## config.mk

```make
export PLATFORM = sky130hd
export DESIGN_NAME = servo_pattern_slew_sequencer_unit_flat
export DESIGN_NICKNAME = d
export VERILOG_FILES = /design/src/hdl/spss_pkg.sv /design/src/hdl/spss_if.sv /design/src/hdl/spss_cfg_regs.sv /design/src/hdl/spss_step_ctrl.sv /design/src/hdl/spss_slew.sv /design/src/hdl/servo_pattern_slew_sequencer_unit.sv /design/src/flat_wrapper.sv
export SDC_FILE = /design/constraint.sdc
export NUM_CORES = 1
export LEC_CHECK = 0
export BUFFER_PORTS_ARGS = -buffer_cell sky130_fd_sc_hd__buf_4
export CORE_ASPECT_RATIO = 1.1
export CORE_MARGIN = 2
export CORE_UTILIZATION = 55
export DETAILED_ROUTE_END_ITERATION = 8
export PLACE_DENSITY = 0.72
export SETUP_SLACK_MARGIN = 0.3
export SKIP_LAST_GASP = 1
export SLEW_MARGIN = 20
export SYNTH_ARGS = -nofsm -noshare
export SYNTH_HDL_FRONTEND = slang
export SYNTH_SLANG_ARGS = --single-unit
```

## constraint.sdc

```tcl
create_clock -name clk -period 18.7 [get_ports clk]
set_input_delay 1.87 -clock clk [delete_from_list [all_inputs] [get_ports clk]]
set_output_delay 1.87 -clock clk [all_outputs]
set_load 0.005 [all_outputs]
```

## src/hdl/spss_pkg.sv

```systemverilog
// ----------------------------------------------------------------------------
// spss_pkg
// Shared types, constants and pattern tables of the servo pattern slew
// sequencer.
// ----------------------------------------------------------------------------
package spss_pkg;

	localparam int SPSS_POS_FRAC_BITS = 10;
	localparam int TIME_FRAC_BITS     = 20;

	localparam int PCT_W     = 7;
	localparam int SPEED_W   = 10;
	localparam int ELAPSED_W = 16;
	localparam int SEL_W     = 3;
	localparam int STEP_W    = 3;
	localparam int PULSE_W   = 12;
	localparam int TENTHS_W  = 10;
	localparam int PROD_W    = SPEED_W + ELAPSED_W;

	localparam int CFG_IDX_W  = 3;
	localparam int CFG_DATA_W = 10;

	localparam int PCT_MAX      = 100;
	localparam int MID_OFFSET   = 20;
	localparam int MID_FALLBACK = 80;
	localparam int TENTHS_MAX   = 1000;
	localparam int PULSE_MIN_US = 500;
	localparam int PULSE_MAX_US = 2500;
	localparam int RESET_TARGET_PCT = 20;

	typedef enum logic [CFG_IDX_W-1:0] {
		CFG_SLEW_SPEED = 3'd0,
		CFG_ONE_SHOT   = 3'd1,
		CFG_POS_ZERO   = 3'd2,
		CFG_POS_LOW    = 3'd3,
		CFG_POS_MID    = 3'd4,
		CFG_POS_HIGH   = 3'd5
	} cfg_reg_t;

	typedef enum logic [2:0] {
		TGT_ZERO    = 3'd0,
		TGT_LOW     = 3'd1,
		TGT_MID     = 3'd2,
		TGT_HIGH    = 3'd3,
		TGT_MID_M20 = 3'd4
	} tgt_code_t;

	typedef struct packed {
		logic [SPEED_W-1:0] slew_speed;
		logic               one_shot;
		logic [PCT_W-1:0]   pos_zero;
		logic [PCT_W-1:0]   pos_low;
		logic [PCT_W-1:0]   pos_mid;
		logic [PCT_W-1:0]   pos_high;
	} cfg_t;

	typedef struct packed {
		logic [SEL_W-1:0]  pattern;
		logic [STEP_W-1:0] step;
		logic              load;
	} seq_upd_t;

	localparam logic [2:0] STEP_COUNT [8] = '{3'd0, 3'd4, 3'd2, 3'd2, 3'd2, 3'd0, 3'd0, 3'd4};

	localparam tgt_code_t TGT_LEFT [8][4] = '{
		'{TGT_ZERO, TGT_ZERO,    TGT_ZERO, TGT_ZERO},
		'{TGT_LOW,  TGT_MID,     TGT_LOW,  TGT_LOW},
		'{TGT_LOW,  TGT_MID,     TGT_ZERO, TGT_ZERO},
		'{TGT_MID,  TGT_MID_M20, TGT_ZERO, TGT_ZERO},
		'{TGT_LOW,  TGT_MID,     TGT_ZERO, TGT_ZERO},
		'{TGT_MID,  TGT_MID,     TGT_MID,  TGT_MID},
		'{TGT_HIGH, TGT_HIGH,    TGT_HIGH, TGT_HIGH},
		'{TGT_LOW,  TGT_LOW,     TGT_HIGH, TGT_MID}
	};

	localparam tgt_code_t TGT_RIGHT [8][4] = '{
		'{TGT_ZERO,    TGT_ZERO, TGT_ZERO, TGT_ZERO},
		'{TGT_LOW,     TGT_LOW,  TGT_LOW,  TGT_MID},
		'{TGT_MID,     TGT_LOW,  TGT_ZERO, TGT_ZERO},
		'{TGT_MID_M20, TGT_MID,  TGT_ZERO, TGT_ZERO},
		'{TGT_LOW,     TGT_MID,  TGT_ZERO, TGT_ZERO},
		'{TGT_MID,     TGT_MID,  TGT_MID,  TGT_MID},
		'{TGT_HIGH,    TGT_HIGH, TGT_HIGH, TGT_HIGH},
		'{TGT_LOW,     TGT_MID,  TGT_HIGH, TGT_LOW}
	};

endpackage

```

## src/hdl/spss_if.sv

```systemverilog
// ----------------------------------------------------------------------------
// spss_if
// Handshake channels of the servo pattern slew sequencer: command words in,
// pulse report words out.
// ----------------------------------------------------------------------------
interface spss_in_if;
	logic                              valid;
	logic                              ready;
	logic                              kind;
	logic [spss_pkg::ELAPSED_W-1:0]    elapsed;
	logic [spss_pkg::SEL_W-1:0]        pattern_sel;

	modport source (output valid, kind, elapsed, pattern_sel, input ready);
	modport sink (input valid, kind, elapsed, pattern_sel, output ready);
endinterface

interface spss_out_if;
	logic                           valid;
	logic                           ready;
	logic [spss_pkg::PULSE_W-1:0]   left_pulse_us;
	logic [spss_pkg::PULSE_W-1:0]   right_pulse_us;
	logic [spss_pkg::SEL_W-1:0]     active_pattern;
	logic [spss_pkg::STEP_W-1:0]    active_step;
	logic                           at_target;

	modport source (output valid, left_pulse_us, right_pulse_us, active_pattern,
		active_step, at_target, input ready);
	modport sink (input valid, left_pulse_us, right_pulse_us, active_pattern,
		active_step, at_target, output ready);
endinterface

```

## src/hdl/spss_cfg_regs.sv

```systemverilog
// ----------------------------------------------------------------------------
// spss_cfg_regs
// Configuration register file: slew speed, one-shot mode and the four
// pattern positions.
// ----------------------------------------------------------------------------
module spss_cfg_regs (
	input  logic                                clk,
	input  logic                                arst_n,
	input  logic                                cfg_wr_en,
	input  logic [spss_pkg::CFG_IDX_W-1:0]      cfg_idx,
	input  logic [spss_pkg::CFG_DATA_W-1:0]     cfg_data,
	output spss_pkg::cfg_t                      cfg
);

	spss_pkg::cfg_t cfg_q;

	always_ff @(posedge clk or negedge arst_n) begin
		if (!arst_n) begin
			cfg_q.slew_speed <= spss_pkg::SPEED_W'(35);
			cfg_q.one_shot   <= 1'b0;
			cfg_q.pos_zero   <= spss_pkg::PCT_W'(0);
			cfg_q.pos_low    <= spss_pkg::PCT_W'(20);
			cfg_q.pos_mid    <= spss_pkg::PCT_W'(55);
			cfg_q.pos_high   <= spss_pkg::PCT_W'(70);
		end else if (cfg_wr_en) begin
			unique case (cfg_idx)
				spss_pkg::CFG_SLEW_SPEED: cfg_q.slew_speed <= cfg_data[spss_pkg::SPEED_W-1:0];
				spss_pkg::CFG_ONE_SHOT:   cfg_q.one_shot   <= cfg_data[0];
				spss_pkg::CFG_POS_ZERO:   cfg_q.pos_zero   <= cfg_data[spss_pkg::PCT_W-1:0];
				spss_pkg::CFG_POS_LOW:    cfg_q.pos_low    <= cfg_data[spss_pkg::PCT_W-1:0];
				spss_pkg::CFG_POS_MID:    cfg_q.pos_mid    <= cfg_data[spss_pkg::PCT_W-1:0];
				spss_pkg::CFG_POS_HIGH:   cfg_q.pos_high   <= cfg_data[spss_pkg::PCT_W-1:0];
				default: ;
			endcase
		end
	end

	assign cfg = cfg_q;

endmodule

```

## src/hdl/spss_step_ctrl.sv

```systemverilog
// ----------------------------------------------------------------------------
// spss_step_ctrl
// Pattern step sequencing: takes a new pattern on a select command, advances
// the step, handles pattern end and looks up the target pair of the step.
// ----------------------------------------------------------------------------
module spss_step_ctrl #(
	parameter int POS_FRAC_BITS = spss_pkg::SPSS_POS_FRAC_BITS
) (
	input  logic                               kind,
	input  logic [spss_pkg::SEL_W-1:0]         pattern_sel,
	input  spss_pkg::cfg_t                     cfg,
	input  logic [spss_pkg::SEL_W-1:0]         pattern,
	input  logic [spss_pkg::STEP_W-1:0]        step,
	input  logic                               finished,
	output spss_pkg::seq_upd_t                 upd,
	output logic [spss_pkg::PCT_W+POS_FRAC_BITS-1:0] left_tgt,
	output logic [spss_pkg::PCT_W+POS_FRAC_BITS-1:0] right_tgt
);

	localparam int POS_W = spss_pkg::PCT_W + POS_FRAC_BITS;

	function automatic logic [POS_W-1:0] code_to_fixed(input spss_pkg::tgt_code_t code,
		input spss_pkg::cfg_t c);
		logic [spss_pkg::PCT_W-1:0] p;
		case (code)
			spss_pkg::TGT_ZERO: p = c.pos_zero;
			spss_pkg::TGT_LOW:  p = c.pos_low;
			spss_pkg::TGT_MID:  p = c.pos_mid;
			spss_pkg::TGT_HIGH: p = c.pos_high;
			spss_pkg::TGT_MID_M20: begin
				if (c.pos_mid > spss_pkg::PCT_W'(spss_pkg::PCT_MAX))
					p = spss_pkg::PCT_W'(spss_pkg::MID_FALLBACK);
				else if (c.pos_mid >= spss_pkg::PCT_W'(spss_pkg::MID_OFFSET))
					p = c.pos_mid - spss_pkg::PCT_W'(spss_pkg::MID_OFFSET);
				else
					p = '0;
			end
			default: p = '0;
		endcase
		if (p > spss_pkg::PCT_W'(spss_pkg::PCT_MAX))
			p = spss_pkg::PCT_W'(spss_pkg::PCT_MAX);
		return POS_W'(p) << POS_FRAC_BITS;
	endfunction

	logic [spss_pkg::STEP_W-1:0] step_adv;
	logic [2:0]                  n_steps;
	logic [1:0]                  load_step;

	always_comb begin
		step_adv    = finished ? step + spss_pkg::STEP_W'(1) : step;
		n_steps     = spss_pkg::STEP_COUNT[pattern];
		upd.pattern = pattern;
		upd.step    = step_adv;
		upd.load    = 1'b1;
		load_step   = 2'd0;
		if (kind) begin
			upd.pattern = pattern_sel;
			upd.step    = '0;
			upd.load    = 1'b0;
		end else if (n_steps == 3'd0) begin
			load_step = 2'd0;
		end else if (step_adv < n_steps) begin
			load_step = step_adv[1:0];
		end else if (cfg.one_shot) begin
			upd.pattern = '0;
			upd.load    = 1'b0;
		end else begin
			upd.step = '0;
		end
	end

	assign left_tgt  = code_to_fixed(spss_pkg::TGT_LEFT[pattern][load_step], cfg);
	assign right_tgt = code_to_fixed(spss_pkg::TGT_RIGHT[pattern][load_step], cfg);

endmodule

```

## src/hdl/spss_slew.sv

```systemverilog
// ----------------------------------------------------------------------------
// spss_slew
// Moves one servo position toward its target by at most one slew step,
// without overshoot.
// ----------------------------------------------------------------------------
module spss_slew #(
	parameter int POS_W   = 17,
	parameter int DELTA_W = 16
) (
	input  logic [POS_W-1:0]   pos,
	input  logic [POS_W-1:0]   tgt,
	input  logic [DELTA_W-1:0] delta,
	output logic [POS_W-1:0]   pos_next
);

	logic [POS_W-1:0] delta_ext;
	logic [POS_W-1:0] diff;

	assign delta_ext = POS_W'(delta);

	always_comb begin
		diff = (tgt < pos) ? pos - tgt : tgt - pos;
		if (tgt < pos)
			pos_next = (diff <= delta_ext) ? tgt : pos - delta_ext;
		else if (tgt > pos)
			pos_next = (diff <= delta_ext) ? tgt : pos + delta_ext;
		else
			pos_next = pos;
	end

endmodule

```

## src/hdl/servo_pattern_slew_sequencer_unit.sv

```systemverilog
// ----------------------------------------------------------------------------
// servo_pattern_slew_sequencer_unit
// Two-servo pattern sequencer with slew limiting and pulse width output.
//
//   channel | dir | word
//   cmd     | in  | kind, elapsed, pattern_sel
//   res     | out | left_pulse_us, right_pulse_us, active_pattern, active_step,
//           |     | at_target
//   cfg     | in  | cfg_wr_en, cfg_idx, cfg_data
//
// Each command word gives one result word via the stage and result registers.
// The slew step product is registered with the command, then the step update,
// slew and pulse mapping are computed combinationally into the result register.
// One word is accepted per cycle while the result side takes its words.
// Reset zeroes both positions, pattern and step, sets both targets to 20
// percent and loads the configuration defaults. A stalled result holds the
// pipeline; the command input stalls only once both stages are full.
// ----------------------------------------------------------------------------
module servo_pattern_slew_sequencer_unit #(
	parameter int POS_FRAC_BITS = spss_pkg::SPSS_POS_FRAC_BITS
) (
	input  logic                                clk,
	input  logic                                arst_n,
	spss_in_if.sink                             cmd,
	spss_out_if.source                          res,
	input  logic                                cfg_wr_en,
	input  logic [spss_pkg::CFG_IDX_W-1:0]      cfg_idx,
	input  logic [spss_pkg::CFG_DATA_W-1:0]     cfg_data
);

	localparam int POS_W   = spss_pkg::PCT_W + POS_FRAC_BITS;
	localparam int SHIFT   = spss_pkg::TIME_FRAC_BITS - POS_FRAC_BITS;
	localparam int DELTA_W = spss_pkg::PROD_W - SHIFT;
	localparam int X10_W   = POS_W + 4;
	localparam int TRAW_W  = X10_W - POS_FRAC_BITS;

	spss_pkg::cfg_t     cfg;
	spss_pkg::seq_upd_t upd;

	logic                               valid_s1;
	logic                               kind_s1;
	logic [spss_pkg::SEL_W-1:0]         sel_s1;
	logic [DELTA_W-1:0]                 delta_s1;

	logic [POS_W-1:0]                   left_pos_q, right_pos_q;
	logic [POS_W-1:0]                   left_tgt_q, right_tgt_q;
	logic [spss_pkg::SEL_W-1:0]         pattern_q;
	logic [spss_pkg::STEP_W-1:0]        step_q;
	logic                               finished_q;

	logic                               res_valid_q;
	logic [spss_pkg::PULSE_W-1:0]       left_pulse_q, right_pulse_q;
	logic [spss_pkg::SEL_W-1:0]         res_pattern_q;
	logic [spss_pkg::STEP_W-1:0]        res_step_q;
	logic                               res_at_tgt_q;

	logic [spss_pkg::PROD_W-1:0]        prod;
	logic                               advance;
	logic                               cmd_acc;
	logic [POS_W-1:0]                   left_lut, right_lut;
	logic [POS_W-1:0]                   left_tgt_n, right_tgt_n;
	logic [POS_W-1:0]                   left_slew, right_slew;
	logic [POS_W-1:0]                   left_pos_n, right_pos_n;
	logic                               at_tgt_n;

	function automatic logic [spss_pkg::TENTHS_W-1:0] to_tenths(input logic [POS_W-1:0] p);
		logic [X10_W-1:0]  x10;
		logic [TRAW_W-1:0] t_raw;
		x10   = (X10_W'(p) << 3) + (X10_W'(p) << 1);
		t_raw = x10[X10_W-1:POS_FRAC_BITS];
		if (t_raw > TRAW_W'(spss_pkg::TENTHS_MAX))
			return spss_pkg::TENTHS_W'(spss_pkg::TENTHS_MAX);
		return t_raw[spss_pkg::TENTHS_W-1:0];
	endfunction

	spss_cfg_regs u_cfg (
		.clk       (clk),
		.arst_n    (arst_n),
		.cfg_wr_en (cfg_wr_en),
		.cfg_idx   (cfg_idx),
		.cfg_data  (cfg_data),
		.cfg       (cfg)
	);

	assign advance   = !res_valid_q || res.ready;
	assign cmd.ready = !valid_s1 || advance;
	assign cmd_acc   = cmd.valid && cmd.ready;
	assign prod      = spss_pkg::PROD_W'(cfg.slew_speed) * spss_pkg::PROD_W'(cmd.elapsed);

	always_ff @(posedge clk or negedge arst_n) begin
		if (!arst_n) begin
			valid_s1 <= 1'b0;
		end else if (cmd_acc) begin
			valid_s1 <= 1'b1;
		end else if (advance) begin
			valid_s1 <= 1'b0;
		end
	end

	always_ff @(posedge clk) begin
		if (cmd_acc) begin
			kind_s1  <= cmd.kind;
			sel_s1   <= cmd.pattern_sel;
			delta_s1 <= prod[spss_pkg::PROD_W-1:SHIFT];
		end
	end

	spss_step_ctrl #(
		.POS_FRAC_BITS (POS_FRAC_BITS)
	) u_step (
		.kind        (kind_s1),
		.pattern_sel (sel_s1),
		.cfg         (cfg),
		.pattern     (pattern_q),
		.step        (step_q),
		.finished    (finished_q),
		.upd         (upd),
		.left_tgt    (left_lut),
		.right_tgt   (right_lut)
	);

	assign left_tgt_n  = upd.load ? left_lut : left_tgt_q;
	assign right_tgt_n = upd.load ? right_lut : right_tgt_q;

	spss_slew #(
		.POS_W   (POS_W),
		.DELTA_W (DELTA_W)
	) u_slew_left (
		.pos      (left_pos_q),
		.tgt      (left_tgt_n),
		.delta    (delta_s1),
		.pos_next (left_slew)
	);

	spss_slew #(
		.POS_W   (POS_W),
		.DELTA_W (DELTA_W)
	) u_slew_right (
		.pos      (right_pos_q),
		.tgt      (right_tgt_n),
		.delta    (delta_s1),
		.pos_next (right_slew)
	);

	assign left_pos_n  = kind_s1 ? left_pos_q : left_slew;
	assign right_pos_n = kind_s1 ? right_pos_q : right_slew;
	assign at_tgt_n    = (left_pos_n == left_tgt_n) && (right_pos_n == right_tgt_n);

	always_ff @(posedge clk or negedge arst_n) begin
		if (!arst_n) begin
			left_pos_q  <= '0;
			right_pos_q <= '0;
			left_tgt_q  <= POS_W'(spss_pkg::RESET_TARGET_PCT) << POS_FRAC_BITS;
			right_tgt_q <= POS_W'(spss_pkg::RESET_TARGET_PCT) << POS_FRAC_BITS;
			pattern_q   <= '0;
			step_q      <= '0;
			finished_q  <= 1'b0;
			res_valid_q <= 1'b0;
		end else begin
			if (valid_s1 && advance) begin
				left_pos_q  <= left_pos_n;
				right_pos_q <= right_pos_n;
				left_tgt_q  <= left_tgt_n;
				right_tgt_q <= right_tgt_n;
				pattern_q   <= upd.pattern;
				step_q      <= upd.step;
				finished_q  <= kind_s1 ? 1'b1 : at_tgt_n;
				res_valid_q <= 1'b1;
			end else if (res.ready) begin
				res_valid_q <= 1'b0;
			end
		end
	end

	always_ff @(posedge clk) begin
		if (valid_s1 && advance) begin
			left_pulse_q  <= spss_pkg::PULSE_W'(spss_pkg::PULSE_MIN_US)
				+ (spss_pkg::PULSE_W'(to_tenths(left_pos_n)) << 1);
			right_pulse_q <= spss_pkg::PULSE_W'(spss_pkg::PULSE_MAX_US)
				- (spss_pkg::PULSE_W'(to_tenths(right_pos_n)) << 1);
			res_pattern_q <= upd.pattern;
			res_step_q    <= upd.step;
			res_at_tgt_q  <= at_tgt_n;
		end
	end

	assign res.valid          = res_valid_q;
	assign res.left_pulse_us  = left_pulse_q;
	assign res.right_pulse_us = right_pulse_q;
	assign res.active_pattern = res_pattern_q;
	assign res.active_step    = res_step_q;
	assign res.at_target      = res_at_tgt_q;

endmodule
```

## src/flat_wrapper.sv

```systemverilog
// flat-port wrapper written by rule: the top's interface ports become plain ports
module servo_pattern_slew_sequencer_unit_flat 
#(
	parameter int POS_FRAC_BITS = spss_pkg::SPSS_POS_FRAC_BITS
)
  (clk, arst_n, cfg_wr_en, cfg_idx, cfg_data, cmd_valid, cmd_kind, cmd_elapsed, cmd_pattern_sel, cmd_ready, res_valid, res_left_pulse_us, res_right_pulse_us, res_active_pattern, res_active_step, res_at_target, res_ready);
  spss_in_if cmd_i ();
  spss_out_if res_i ();
  input  logic clk;
  input  logic arst_n;
  input  logic cfg_wr_en;
  input  logic [spss_pkg::CFG_IDX_W-1:0] cfg_idx;
  input  logic [spss_pkg::CFG_DATA_W-1:0] cfg_data;
  input wire logic [$bits(cmd_i.valid)-1:0] cmd_valid;
  input wire logic [$bits(cmd_i.kind)-1:0] cmd_kind;
  input wire logic [$bits(cmd_i.elapsed)-1:0] cmd_elapsed;
  input wire logic [$bits(cmd_i.pattern_sel)-1:0] cmd_pattern_sel;
  output wire logic [$bits(cmd_i.ready)-1:0] cmd_ready;
  output wire logic [$bits(res_i.valid)-1:0] res_valid;
  output wire logic [$bits(res_i.left_pulse_us)-1:0] res_left_pulse_us;
  output wire logic [$bits(res_i.right_pulse_us)-1:0] res_right_pulse_us;
  output wire logic [$bits(res_i.active_pattern)-1:0] res_active_pattern;
  output wire logic [$bits(res_i.active_step)-1:0] res_active_step;
  output wire logic [$bits(res_i.at_target)-1:0] res_at_target;
  input wire logic [$bits(res_i.ready)-1:0] res_ready;
  assign cmd_i.valid = cmd_valid;
  assign cmd_i.kind = cmd_kind;
  assign cmd_i.elapsed = cmd_elapsed;
  assign cmd_i.pattern_sel = cmd_pattern_sel;
  assign cmd_ready = cmd_i.ready;
  assign res_valid = res_i.valid;
  assign res_left_pulse_us = res_i.left_pulse_us;
  assign res_right_pulse_us = res_i.right_pulse_us;
  assign res_active_pattern = res_i.active_pattern;
  assign res_active_step = res_i.active_step;
  assign res_at_target = res_i.at_target;
  assign res_i.ready = res_ready;
  servo_pattern_slew_sequencer_unit #(.POS_FRAC_BITS(POS_FRAC_BITS)) u_core (.clk(clk), .arst_n(arst_n), .cmd(cmd_i), .res(res_i), .cfg_wr_en(cfg_wr_en), .cfg_idx(cfg_idx), .cfg_data(cfg_data));
endmodule
```

==> impl_metrics.yaml, run 1 <==
clock_network:
  cts_made_buffers: 17
  cts.reportedPaths.clkPinSlew_ns: 0.08
  cts_tree: "built"
  clk_path_buf_depth: 2
  clk_latency_ns: 0.47
  post_cts_resized: 0
  root_buffer: "clkbuf_16"
  post_cts_buffers: 0
  htreeDepth: 4
  cts_num_sinks: 165
  cts_hold_buf: 0
synth:
  synth_area_um2: 23200
  synth_cell_type_count: 114
  ys_seq_area_share_pct: 18.9
  synth_fa_ha_area_share_pct: 24.1
  synth_ff_type: "dfrtp_1"
  ys_async_sr_fraction_pct: 70.3
  synthSimpleGateAreaFrac_pct: 19.5
  ys_ff_latch: 165
  syn_area_per_cell_um2: 8.24
  yosys-top-cells-count: "nand2_1 (330), ha_1 (260), inv_1 (256), o21ai_0 (182), nor2_1 (179)"
  synth.area.top_cells: "ha_1 (14%), dfrtp_1 (11%), fa_1 (10%), edfxtp_1 (6.3%), nand2_1 (5.3%)"
  synth_edf_count: 49
  yosysMostFrequentCell: "nand2_1"
  synth_top_area_share_pct: 14.0
  synth_top_family_by_area: "adder cells"
  muxShareOfSynthArea_pct: 4.77
  synth-xor-area-share_pct: 4.22
  postSynthCellCount: 2821
  yosys_warnings: 0
  synth-compound-area-share_pct: 22.1
  synth_largest_area_cell: "ha_1"
hold_path:
  hp-class: "reg -> reg"
global_routing:
  grt_pass1_vias: 21500
  grt_first_pass_wirelength_um: 124000
  grt_antenna_before_repair: 0
  overflow: 0
  grt_max_degree: 64
  grt.total_usage_pct: 37.3
placement:
  port_buffers: 68
  dp_hpwl_um: 63300
  dp_slack_ns: 3.55
  place.gp.congestion: 1.05
setup_path:
  critical_path.slowest_cell: "a221oi_1"
  arrival_ns: 15.80
  max_stage_delay_ns: 0.77
  cpLargestDelayFamily: "compound AO/OA/AOI/OAI gates"
  path_buf_inv: 2
  crit_type: "reg -> reg"
  crit_end: "u_core.res.right_pulse_us[7]$_DFFE_PP_"
  reg2reg_from: "u_core.pattern_q[1]$_DFFE_PN0P_"
  r2r_cells: 56
  required_ns: 18.91
  r2r_end: "u_core.res.right_pulse_us[7]$_DFFE_PP_"
  start_kind: "flop"
  crit_cells: 56
  crit_start: "u_core.pattern_q[1]$_DFFE_PN0P_"
  worst-path-max-fanout: 31
  r2r_setup_slack_ns: 3.11
  end_kind: "flop"
sta:
  rsz0062_at_grt: "false"
  post-route-period-util_pct: 83.4
  period_needed_ns: 15.59
  clock.fmax_ghz: 0.0641
  setup_tns_ns: 0
  drv_slew: 0
  setup_viol: 0
  slew_headroom_pct: 24.6
  fin_skew_ns: 0.0145
  hold_viol_final: 0
  fin_ws_ns: 3.11
  worst_pin_slew_ns: 1.13
drt:
  num_vias: 21900
  drt_pass1_iterations: 8
  wl_per_cell_um: 23.7
  viasPerCell: 6.48
  drc: 0
  detail_route.wirelength_um: 80100
  ant_nets: 0
  drt_iter0_markers: 2041
final_layout:
  syn_to_final_growth_pct: 6.58
  fin_util_pct: 59.7
  final_nets: 3224
  drive_gt1_share_pct: 9.39
  num-fill-cells: 3713
die:
  die-area_um2: 43900
  ios: 71
  die_y_um: 220
  rows: 78
  die_w_um: 200
  core_um2: 41500
  start_util_pct: 56.0
flow_run:
  cap_violations: 0
status:
  status: "finished, final reports clean"
## placed cells by master, fill, tap and decap left out, types with 22 or more instances in the layout
master / count
nand2_1: 329
ha_1: 260
inv_1: 255
o21ai_0: 181
nor2_1: 178
a21oi_1: 166
fa_1: 117
dfrtp_1: 99
and2_1: 96
buf_4: 93
xnor2_1: 74
nor3_1: 62
mux2_2: 56
nand3_1: 49
edfxtp_1: 49
mux2i_1: 41
xor2_1: 38
a21o_1: 36
and3_1: 34
a211oi_1: 33
o21a_1: 28
o211ai_1: 28
nor2b_1: 27
o22ai_1: 27
nand2b_1: 24
or3_1: 22
o31ai_1: 22
## metrics by stage
| step | std cells | cell area, um2 | hold WS [ns] |
|---|---|---|---|
| final | 3383 | 24800 | 0.486 |
| after global routing | 3382 | 24800 | 0.503 |
| after CTS | 3382 | 24800 | 0.488 |
| after global placement | 3350 | 24100 | 0.460 |
| after detailed placement | 3350 | 24100 | 0.468 |
| after floorplan | 2822 | 23200 | 0.446 |
## cells by family (layout without fill, tap and decap cells)
logic type	after synthesis	in the layout
AO/OA/AOI/OAI	759	759
XOR/XNOR	112	112
adder cells (fa/ha/maj)	377	377
buffers and inverters	382	382
flip-flops	165	165
multiplexers	101	101
other	1	3
AND/OR/NAND/NOR	924	924
## worst reg2reg max path: cells and delay by family (launching register included)
family / cells / cell delay [ns]
and+or+nand+nor: 12 / 3.35
buffers and inverters: 2 / 0.63
DFF: 1 / 0.48
adders and majority gates: 6 / 1.90
muxes: 3 / 0.83
xor gates and xnor gates: 1 / 0.16
AOI/OAI and AO/OA: 32 / 8.00
## flip-flops by register name, summed over array words and instances (netlist names)
signal                     count
u_core.u_cfg.cfg              39
u_core.res.active_pattern      3
u_core.step_q                  3
u_core.valid_s1                1
u_core.pattern_q               3
u_core.res.right_pulse_us     11
u_core.right_tgt_q            17
u_core.right_pos_q            17
u_core.delta_s1               16
u_core.kind_s1                 1
u_core.res.active_step         3
u_core.res.left_pulse_us      11
u_core.left_pos_q             17
u_core.res.valid               1
u_core.left_tgt_q             17
u_core.res.at_target           1
u_core.sel_s1                  3
u_core.finished_q              1
## layout make-up
type / instances / area (um2) / share of cell area, %
Multi-Input combinational cell: 2275 / 17400 / 70.2
Sequential cell: 165 / 4400 / 17.8
Inverter: 257 / 965 / 3.90
Tap cell: 560 / 701 / 2.83
Timing Repair Buffer: 93 / 698 / 2.82
Clock buffer: 18 / 429 / 1.73
Clock inverter: 14 / 183 / 0.738
Antenna cell: 1 / 2.50 / 0.0101
## worst min path at each step
| stage | start | endpoint | slack, ns | cells after the start |
|---|---|---|---|---|
| final | u_core.left_tgt_q[12]$_DFFE_PN1P_ | u_core.left_tgt_q[12]$_DFFE_PN1P_ | 0.49 | 2 |
| after global routing | u_core.left_tgt_q[12]$_DFFE_PN1P_ | u_core.left_tgt_q[12]$_DFFE_PN1P_ | 0.50 | 2 |
| after CTS | u_core.right_tgt_q[15]$_DFFE_PN0P_ | u_core.right_tgt_q[15]$_DFFE_PN0P_ | 0.49 | 2 |
| after detailed placement | u_core.right_tgt_q[5]$_DFFE_PN0P_ | u_core.right_tgt_q[5]$_DFFE_PN0P_ | 0.47 | 1 |
| after global placement | u_core.left_tgt_q[15]$_DFFE_PN0P_ | u_core.left_tgt_q[15]$_DFFE_PN0P_ | 0.46 | 2 |
| after floorplan | u_core.left_tgt_q[15]$_DFFE_PN0P_ | u_core.left_tgt_q[15]$_DFFE_PN0P_ | 0.45 | 2 |
## metal layers
layer | global-route usage (%) | wire length (um) | vias up
li1 | - | - | 9988
met1 | 46.1 | 31600 | 10600
met2 | 61.1 | 37100 | 1042
met4 | 23.7 | 5610 | 0
met3 | 5.59 | 5840 | 268
met5 | 0 | 0 | -
Power of run 1 is left out: the tool's default activity adds up to more than one toggle a clock period on the data nets, which glitch-free logic cannot reach.
==> inputs of run 2 (changes only) <==
ABC_AREA = 1   (was default)
clock period = 15.04 ns   (was 18.7 ns; I/O delays follow)
==> impl_metrics.yaml, run 2 <==
global_routing:
  grt_max_degree: 68
  grt_pass1_vias: 22000
  grt_antenna_before_repair: 0
  overflow: 0
  grt_first_pass_wirelength_um: 119000
  grt.total_usage_pct: 34.3
sta:
  slew_headroom_pct: 27.6
  clock.fmax_ghz: 0.0815
  fin_skew_ns: 0.0181
  hold_viol_final: 0
  post-route-period-util_pct: 81.5
  period_needed_ns: 12.27
  worst_pin_slew_ns: 1.09
  rsz0062_at_grt: "false"
  setup_tns_ns: 0
  drv_slew: 0
  setup_viol: 0
setup_path:
  end_kind: "flop"
  required_ns: 15.28
  arrival_ns: 12.51
  r2r_cells: 61
  worst-path-max-fanout: 33
  max_stage_delay_ns: 0.70
  critical_path.slowest_cell: "nor2_1"
  start_kind: "flop"
  crit_type: "reg -> reg"
  crit_top_cell: "nand2_1"
synth:
  ys_seq_area_share_pct: 18.8
  synth_top_area_share_pct: 16.4
  synth.area.top_cells: "nand2_1 (16%), ha_1 (14%), dfrtp_1 (11%), fa_1 (10%), inv_1 (8.6%)"
  synth_edf_count: 49
  yosys-top-cells-count: "nand2_1 (1026), inv_1 (540), ha_1 (260), o21ai_0 (201), a21oi_1 (198)"
  synth_ff_type: "dfrtp_1"
  ys_async_sr_fraction_pct: 70.3
  yosys_warnings: 0
  synth_area_um2: 23400
  yosysMostFrequentCell: "nand2_1"
  syn_area_per_cell_um2: 6.82
  ys_ff_latch: 165
  postSynthCellCount: 3435
  synth_largest_area_cell: "nand2_1"
  synth_cell_type_count: 68
drt:
  detail_route.wirelength_um: 74500
  top_layer: "met4"
  num_vias: 22700
  met3_length_um: 4850
  wl_met1_um: 31700
  drc: 0
  drt_pass1_iterations: 6
  drt_iter0_markers: 1943
  ant_nets: 0
  route.met2.wl_um: 34600
  viasPerCell: 5.66
  wl_per_cell_um: 18.6
die:
  die-area_um2: 44300
  start_util_pct: 55.5
  core_um2: 42200
  ios: 71
  die_y_um: 221
  rows: 79
  die_w_um: 201
final_layout:
  largest_register_ffs: 39
  final_cell_mix: "nand2_1 (1025), inv_1 (540), ha_1 (260), o21ai_0 (201), a21oi_1 (198)"
  diodes: 0
  final_nets: 3848
  num-fill-cells: 4098
  finalInstanceArea_um2: 24900
  layout_commonest_cell: "nand2_1"
  syn_to_final_growth_pct: 6.37
  drive_gt1_share_pct: 8.15
clock_network:
  cts_tree: "built"
  cts_made_buffers: 17
  root_buffer: "clkbuf_16"
  htreeDepth: 4
  cts_hold_buf: 0
  post_cts_buffers: 0
  clk_path_buf_depth: 2
  cts_num_sinks: 165
  clk_latency_ns: 0.49
  cts.reportedPaths.clkPinSlew_ns: 0.08
  post_cts_resized: 0
placement:
  place_area_um2: 24300
  place.gp.congestion: 1.01
  port_buffers: 68
  dp_hpwl_um: 59900
status:
  status: "finished, final reports clean"
hold_path:
  min_path_cells: 2
  hp-class: "reg -> reg"
flow_run:
  cap_violations: 0
## run 2: worst paths after layout
| path | startpoint | endpoint | slack (ns) |
|---|---|---|---|
| worst max register to register | u_core.pattern_q[1]$_DFFE_PN0P_ | u_core.res.right_pulse_us[9]$_DFFE_PP_ | 2.77 |
| worst min-delay path | u_core.right_tgt_q[2]$_DFFE_PN0P_ | u_core.right_tgt_q[2]$_DFFE_PN0P_ | 0.47 |
| worst min register to register | u_core.right_tgt_q[2]$_DFFE_PN0P_ | u_core.right_tgt_q[2]$_DFFE_PN0P_ | 0.47 |
| max in group asynchronous | arst_n | u_core.u_cfg.cfg[5]$_DFFE_PN0P_ | 12.58 |
| worst max-delay path | u_core.pattern_q[1]$_DFFE_PN0P_ | u_core.res.right_pulse_us[9]$_DFFE_PP_ | 2.77 |
| min in group asynchronous | arst_n | u_core.left_pos_q[3]$_DFFE_PN0P_ | 1.08 |
## run 2: cell families (layout without fill, tap and decap cells)
family          count (synthesis)  in the layout  share of synthesized area, %
simple gates                 1551           1551                          28.6
buf+inv                       683            693                          11.3
compound gates                544            544                          13.2
fa+ha+maj                     377            377                          23.9
flops                         165            165                          18.8
xor+xnor                      104            104                          3.89
mux                            10             10                         0.443
other cells                     1              2                        0.0160
## run 2: per-layer routing
metal / vias to the layer above / track usage [%]
met1: 10700 / 43.6
met4: 0 / 15.8
li1: 10900 / -
met5: - / 0
met3: 174 / 5.01
met2: 877 / 58.0
## run 2: area by class of cell
cell class / instances / area (um2) / area share (%)
Clock buffer: 18 / 450 / 1.81
Clock inverter: 14 / 171 / 0.688
Inverter: 581 / 2190 / 8.80
Multi-Input combinational cell: 2588 / 16400 / 65.8
Sequential cell: 165 / 4400 / 17.6
Tap cell: 567 / 709 / 2.85
Timing Repair Buffer: 80 / 601 / 2.41
## run 2: metrics by stage
stage	instances	setup WS [ns]	util, %	hold slack (ns)
CTS	4013	3.00	59.1	0.475
global route	4013	1.72	59.1	0.490
finish	4013	2.77	59.1	0.474
global placement	3981	3.23	57.6	0.451
detailed placement	3981	3.10	57.6	0.452
floorplan	3436	5.46	-	0.436
## run 2: worst max-delay path, delay by kind of cell (launching register included)
kind	cells	cell delay (ns)
adder cells (fa/ha/maj)	6	1.83
flip-flops	1	0.44
AO/OA/AOI/OAI	16	3.35
buffers and inverters	6	0.86
AND/OR/NAND/NOR	30	4.97
multiplexers	1	0.25
XOR/XNOR	2	0.24
Power of run 2 is left out for the same reason.
